### src/hdl/wqt_pkg.sv
// ----------------------------------------------------------------------------
// wqt_pkg
// Shared types, request codes and sizes for the windowed quota tracker.
// ----------------------------------------------------------------------------
`default_nettype none

package wqt_pkg;

  localparam int N_INTERVALS = 4;
  localparam int N_RESOURCES = 8;
  localparam int IV_W        = 2;
  localparam int RS_W        = 3;
  localparam int CNT_W       = 64;
  localparam int TIME_W      = 48;
  localparam int DUR_W       = 32;

  // Dividend of the window advance is now - end + length, below 2^49.
  localparam int DIVD_W      = TIME_W + 1;
  localparam int DCNT_W      = 6;

  // Request codes.
  localparam logic [2:0] REQ_USE       = 3'd0;
  localparam logic [2:0] REQ_CHECK     = 3'd1;
  localparam logic [2:0] REQ_CHECK_ALL = 3'd2;
  localparam logic [2:0] REQ_QUERY     = 3'd3;
  localparam logic [2:0] REQ_WR_LIMIT  = 3'd4;
  localparam logic [2:0] REQ_WR_DUR    = 3'd5;

  typedef struct packed {
    logic [2:0]        req_type;
    logic [RS_W-1:0]   resource_sel;
    logic [IV_W-1:0]   interval_sel;
    logic [CNT_W-1:0]  amount;
    logic [TIME_W-1:0] now;
    logic              check_enable;
    logic [CNT_W-1:0]  limit_in;
    logic              limit_enable;
    logic [DUR_W-1:0]  duration_in;
  } wqt_in_t;

  typedef struct packed {
    logic              exceeded;
    logic [IV_W-1:0]   hit_interval;
    logic [RS_W-1:0]   hit_resource;
    logic [CNT_W-1:0]  used_out;
    logic [CNT_W-1:0]  limit_out;
    logic              limited_out;
    logic [TIME_W-1:0] end_out;
    logic [DUR_W-1:0]  duration_out;
  } wqt_out_t;

  // Commands from the controller to the datapath.
  typedef struct packed {
    logic            load;
    logic            add;
    logic            div_start;
    logic            apply;
    logic            write;
    logic            report;
    logic            zero;
    logic            hit;
    logic [IV_W-1:0] iv;
    logic [RS_W-1:0] rs;
    logic [IV_W-1:0] rpt_iv;
  } wqt_cmd_t;

  // Status from the datapath to the controller.
  typedef struct packed {
    logic [2:0]      req_type;
    logic [RS_W-1:0] rs_sel;
    logic [IV_W-1:0] isel;
    logic            chk;
    logic            limited;
    logic            over;
    logic            expired;
    logic            div_done;
  } wqt_sts_t;

endpackage

`default_nettype wire

### src/hdl/wqt_ctrl.sv
// ----------------------------------------------------------------------------
// wqt_ctrl
// Controller: walks intervals and resources for each item and sequences
// the datapath.
// ----------------------------------------------------------------------------
`default_nettype none

module wqt_ctrl (
  input  wire logic              clk,
  input  wire logic              rst_n,
  input  wire logic              start,
  output logic                   busy,
  input  wire wqt_pkg::wqt_sts_t sts,
  output wqt_pkg::wqt_cmd_t      cmd
);

  localparam logic [2:0] S_IDLE  = 3'd0;
  localparam logic [2:0] S_DISP  = 3'd1;
  localparam logic [2:0] S_ADD   = 3'd2;
  localparam logic [2:0] S_EVAL  = 3'd3;
  localparam logic [2:0] S_DIV   = 3'd4;
  localparam logic [2:0] S_APPLY = 3'd5;
  localparam logic [2:0] S_ADD2  = 3'd6;
  localparam logic [2:0] S_EVAL2 = 3'd7;

  localparam logic [wqt_pkg::IV_W-1:0] IV_LAST = wqt_pkg::IV_W'(wqt_pkg::N_INTERVALS - 1);
  localparam logic [wqt_pkg::RS_W-1:0] RS_LAST = wqt_pkg::RS_W'(wqt_pkg::N_RESOURCES - 1);

  logic [2:0]               state_r, state_nxt;
  logic [wqt_pkg::IV_W-1:0] iv_r, iv_nxt;
  logic [wqt_pkg::RS_W-1:0] rs_r, rs_nxt;
  logic                     adv;
  logic                     is_use;

  assign is_use = (sts.req_type == wqt_pkg::REQ_USE);

  // Next state and commands.
  always_comb begin
    state_nxt  = state_r;
    iv_nxt     = iv_r;
    rs_nxt     = rs_r;
    adv        = 1'b0;
    cmd        = '0;
    cmd.iv     = iv_r;
    cmd.rs     = rs_r;
    cmd.rpt_iv = iv_r;
    unique case (state_r)
      S_IDLE: begin
        if (start) begin
          cmd.load  = 1'b1;
          state_nxt = S_DISP;
        end
      end
      S_DISP: begin
        iv_nxt = '0;
        rs_nxt = (sts.req_type == wqt_pkg::REQ_CHECK_ALL) ? '0 : sts.rs_sel;
        priority if (is_use) begin
          state_nxt = S_ADD;
        end else if (sts.req_type == wqt_pkg::REQ_CHECK ||
                     sts.req_type == wqt_pkg::REQ_CHECK_ALL ||
                     sts.req_type == wqt_pkg::REQ_QUERY) begin
          state_nxt = S_EVAL;
        end else if (sts.req_type == wqt_pkg::REQ_WR_LIMIT ||
                     sts.req_type == wqt_pkg::REQ_WR_DUR) begin
          cmd.write = 1'b1;
          cmd.zero  = 1'b1;
          state_nxt = S_IDLE;
        end else begin
          cmd.zero  = 1'b1;
          state_nxt = S_IDLE;
        end
      end
      S_ADD: begin
        cmd.add   = 1'b1;
        state_nxt = S_EVAL;
      end
      S_EVAL: begin
        if (sts.req_type == wqt_pkg::REQ_QUERY) begin
          // Query only advances expired windows.
          if (sts.expired) begin
            cmd.div_start = 1'b1;
            state_nxt     = S_DIV;
          end else begin
            adv = 1'b1;
          end
        end else if (sts.limited && sts.over) begin
          if (sts.expired) begin
            cmd.div_start = 1'b1;
            state_nxt     = S_DIV;
          end else if (!is_use || sts.chk) begin
            cmd.report = 1'b1;
            cmd.hit    = 1'b1;
            state_nxt  = S_IDLE;
          end else begin
            adv = 1'b1;
          end
        end else begin
          adv = 1'b1;
        end
      end
      S_DIV: begin
        if (sts.div_done) begin
          state_nxt = S_APPLY;
        end
      end
      S_APPLY: begin
        cmd.apply = 1'b1;
        if (is_use) begin
          state_nxt = S_ADD2;
        end else begin
          adv = 1'b1;
        end
      end
      S_ADD2: begin
        cmd.add   = 1'b1;
        state_nxt = S_EVAL2;
      end
      S_EVAL2: begin
        if (sts.over && sts.chk) begin
          cmd.report = 1'b1;
          cmd.hit    = 1'b1;
          state_nxt  = S_IDLE;
        end else begin
          adv = 1'b1;
        end
      end
      default: begin
        state_nxt = S_IDLE;
      end
    endcase

    // Step to the next interval, the next resource, or finish.
    if (adv) begin
      priority if (iv_r != IV_LAST) begin
        iv_nxt    = iv_r + 1'b1;
        state_nxt = is_use ? S_ADD : S_EVAL;
      end else if (sts.req_type == wqt_pkg::REQ_CHECK_ALL && rs_r != RS_LAST) begin
        rs_nxt    = rs_r + 1'b1;
        iv_nxt    = '0;
        state_nxt = S_EVAL;
      end else if (sts.req_type == wqt_pkg::REQ_QUERY) begin
        cmd.report = 1'b1;
        cmd.rpt_iv = sts.isel;
        state_nxt  = S_IDLE;
      end else begin
        cmd.zero  = 1'b1;
        state_nxt = S_IDLE;
      end
    end
  end

  // State registers.
  always_ff @(posedge clk) begin
    if (!rst_n) begin
      state_r <= S_IDLE;
      iv_r    <= '0;
      rs_r    <= '0;
    end else begin
      state_r <= state_nxt;
      iv_r    <= iv_nxt;
      rs_r    <= rs_nxt;
    end
  end

  assign busy = (state_r != S_IDLE);

endmodule

`default_nettype wire

### config.mk
export PLATFORM = sky130hd
export DESIGN_NAME = wqt_ctrl
export DESIGN_NICKNAME = d
export VERILOG_FILES = /design/src/hdl/wqt_pkg.sv /design/src/hdl/wqt_ctrl.sv
export SDC_FILE = /design/constraint.sdc
export NUM_CORES = 1
export LEC_CHECK = 0
export ABC_AREA = 1
export ABC_CLOCK_PERIOD_IN_PS = 2250
export BUFFER_PORTS_ARGS = -buffer_cell sky130_fd_sc_hd__buf_2
export CAP_MARGIN = 20
export CORE_MARGIN = 2
export CORE_UTILIZATION = 45
export DETAILED_ROUTE_END_ITERATION = 6
export GPL_TIMING_DRIVEN = 0
export PLACE_DENSITY_LB_ADDON = 0.1
export RECOVER_POWER = 25
export SETUP_SLACK_MARGIN = 0.15
export SYNTH_ARGS = -nofsm -noshare
export SYNTH_HDL_FRONTEND = slang
export SYNTH_SLANG_ARGS = --single-unit
### constraint.sdc
create_clock -name clk -period 2.25 [get_ports clk]
set_input_delay 0.1125 -clock clk [delete_from_list [all_inputs] [get_ports clk]]
set_output_delay 0.1125 -clock clk [all_outputs]
set_load 0.02 [all_outputs]
==> metrics.md <==
| Metric | Value |
|---|---|
| DRC errors left | 0 |
| Crit Path Max Fanout | 8 |
| DP Cell Count | 169 |
| Post-synth cell types | 25 |
| Hold Path Origin | rst_n |
| Num ports | 32 |
| CP Data Arrival Time | 1.68 ns |
| Total GRT Usage | 20.2% |
| Sw frac | 37.1% |
| Sw Pwr | 155 uW |
| Routed vias | 866 |
| HPWL after DPL | 1400 um |
| Post-Synth XOR/XNOR Area | 0% |
| Worst setup EP type | output pin |
| Status | completed |
| Endpoints failing hold | 0 |
| Setup violations, final | 0 |
| Largest net degree at the start of global routing | 11 |
| RR Endpoint | state_r[1] |
| Fin nets | 177 |
| Final Critical Period | 1.79 ns |
| Clk pwr share | 26.3% |
| Antenna viol nets, final | 0 |
| Hold slack | 0.124 ns |
| Area Growth Syn to Fin | 25.2% |
| Max Cap Violations | 0 |
| Hold depth | 3 |
| Core area | 1540 um2 |
| Global-route wire length before repair | 3020 um |
| Post-synthesis sequential area ratio | 21.3% |
| CTS Buf Count | 3 |
| Drt wl/cell | 10.2 um |
| Leak | 0.000515 uW |
| Total power | 418 uW |
| RSZ-0062 raised after global routing | false |
| Most frequent CP cell | nand3_2 |
| Drt pass-1 iters | 5 |
| Max Slew Vio Count | 0 |
| Total of fill cells in the finished design | 173 |
| H-tree levels | 1 |
| CP Class | reg2out |
| Final wirelength | 1760 um |
| Sequential group share of total power | 39.6% |
| Most frequent cells in the layout | nand2_1 (31), buf_2 (26), inv_1 (18) |
| Skew final | 0.00464 ns |
| Peak supply drop | 353 uV |
| Cells after Synth | 122 |
| Comb pwr share | 34.0% |
| Skew-Pair Late Insertion Delay | 0.25 ns |
| Adder-cell share of the synthesized area | 4.98% |
| Share of post-route cells with drive strength above 1 | 30.1% |
| Final core utilization | 61.2% |
| Clock slew at reported path FFs | 0.06 ns |
| RR Startpoint | state_r[2] |
| Syn nets | 141 |
| Ys Warns | 0 |
| Tightest Pin Transition | 0.234 ns |
| Die W | 44.9 um |
| Pint | 263 uW |
| Initial antenna violation count | 0 |
| Fin crit share | 79.6% |
| CTS tree | done |
| Synth Register Bits | 8 |
| Slowest-stage cell, CP | dfxtp_1 |
| Peak per-stage delay on the critical path | 0.34 ns |
| Post-synthesis compound-gate area fraction | 15.6% |
| Mux cell area share after synthesis | 0% |
| Clk buf depth | 2 |
| R2R Setup Slk | 0.87 ns |
| Hold endpoint | rs_r[0] |
| Startpoint type of the worst setup path | register |
| GRT overflow | 0 |
| Antenna fix cells | 0 |
| Vias in the first global route | 721 |
| Hold WC Path Type | in2reg |
| Worst path required time | 2.14 ns |
| I/O Buffers | 31 |
| Post-route setup TNS | 0 ns |
| DIE AREA | 2020 um2 |
| Mean Syn Cell Area | 6.17 um2 |
| Finished Layout Cells | 172 |
| Worst Path Buf+Inv | 2 |
| R2R depth | 8 |
| Setup Fix Bufs, Post-CTS | 0 |
| Vias per cell | 5.03 |
| Most common cell after layout, fill and taps aside | nand2_1 |
| Crit path max-delay family | simple AND/OR/NAND/NOR gates |
| Mapped cell area | 753 um2 |
| CTS Hold Buffers Added | 0 |
| Final RePlAce weighted congestion | 0.858 |
| CTS sink cnt | 8 |
| Combinational family with the most area after synthesis | simple AND/OR/NAND/NOR gates |
| Initial drt markers | 18 |
| CTS root buf | clkbuf_4 |
| Max Freq | 558 MHz |
| Die Ht | 44.9 um |
| PwrDens | 443 nW/um2 |
| Rel. slew slack | 84.3% |
| Resized cells post-CTS | 0 |
| Row count | 14 |
| Post-Synth Simple-Gate Area | 45.3% |
| Critical path, cell by cell | inv_2, nand3_2, nor2_1, nand2_1, nand3_4, nand3_2, o21ai_1, buf_2 |
| Starting Density | 48.9% |
==> worst max-delay path by stage <==
stage / cells past startpoint / startpoint / to / slack (ns)
CTS: 8 / state_r[2] / cmd[1] / 0.44
floorplan: 6 / rs_r[0] / cmd[8] / 0.76
global placement: 8 / state_r[2] / cmd[8] / 0.77
finish: 8 / state_r[2] / cmd[1] / 0.46
global route: 8 / state_r[2] / cmd[1] / 0.32
detailed placement: 8 / state_r[2] / cmd[1] / 0.72
==> cells by family (layout without fill, tap and decap cells) <==
logic type      count (synthesis)  count (layout)
compound gates                 19              19
fa+ha+maj                       3               3
flops                           8               8
simple gates                   67              67
buf+inv                        25              59
==> flip-flops by register name (all words and copies together), names as in the netlist <==
register and count:
rs_r 3, iv_r 2, state_r 3
==> power groups by stage <==
stage / clock, uW / sequential (uW) / combinational [uW]
2_1_floorplan: 0 / 173 / 91.6
3_3_place_gp: 0 / 168 / 143
3_5_place_dp: 0 / 168 / 145
4_1_cts: 114 / 165 / 146
5_1_grt: 123 / 167 / 160
6_report: 110 / 166 / 142
==> stage by stage <==
stage,instance area [um2],setup WS (ns)
floorplan,753,0.763
global placement,928,0.774
detailed placement,928,0.717
CTS,951,0.437
global route,943,0.316
finish,943,0.459
==> layer usage <==
metal	track usage, %	vias up	routed length, um
met2	31.6	34	792
met5	0	-	0
met1	27.5	366	811
li1	-	463	-
met4	7.65	0	19
met3	4.00	3	136
==> area by class of cell <==
| cell class | count | area [um2] | area share (%) |
|---|---|---|---|
| multi-input cells | 89 | 497 | 52.7 |
| clock buffers | 3 | 22.5 | 2.39 |
| well taps | 16 | 20.0 | 2.12 |
| repair buffers | 31 | 148 | 15.6 |
| plain buffers | 1 | 5.00 | 0.531 |
| flip-flops and latches | 8 | 160 | 17.0 |
| inverters | 24 | 91.3 | 9.68 |
==> Yosys cell counts <==
| library cell | n | share of area, % |
|---|---|---|
| nand3_2 | 3 | 4.0 |
| clkinv_2 | 1 | 0.66 |
| nand3_1 | 7 | 4.7 |
| nand4_1 | 1 | 0.83 |
| inv_2 | 5 | 2.5 |
| nand2_1 | 31 | 15 |
| nor2_4 | 1 | 1.5 |
| nor3_2 | 1 | 1.3 |
| o21ai_0 | 4 | 2.7 |
| nor3_1 | 3 | 2.0 |
| dfxtp_1 | 8 | 21 |
| o211ai_1 | 1 | 1.0 |
| o21ai_1 | 4 | 2.7 |
| o22ai_1 | 1 | 0.83 |
| nor2_2 | 2 | 1.7 |
| a22oi_1 | 3 | 3.0 |
| a21oi_4 | 1 | 2.2 |
| nor2_1 | 14 | 7.0 |
| a21oi_1 | 5 | 3.3 |
| buf_2 | 1 | 0.66 |
| nand2_2 | 1 | 0.83 |
| inv_1 | 18 | 9.0 |
| ha_1 | 3 | 5.0 |
| nand3_4 | 2 | 4.7 |
| nand2_4 | 1 | 1.5 |
==> worst reg2reg max path: cells and delay by family, from the launching register on <==
family	cells	cell delay [ns]
flip-flops	1	0.34
AND/OR/NAND/NOR	4	0.48
buffers and inverters	2	0.28
AO/OA/AOI/OAI	2	0.16
(Power assumes the default switching activity.)
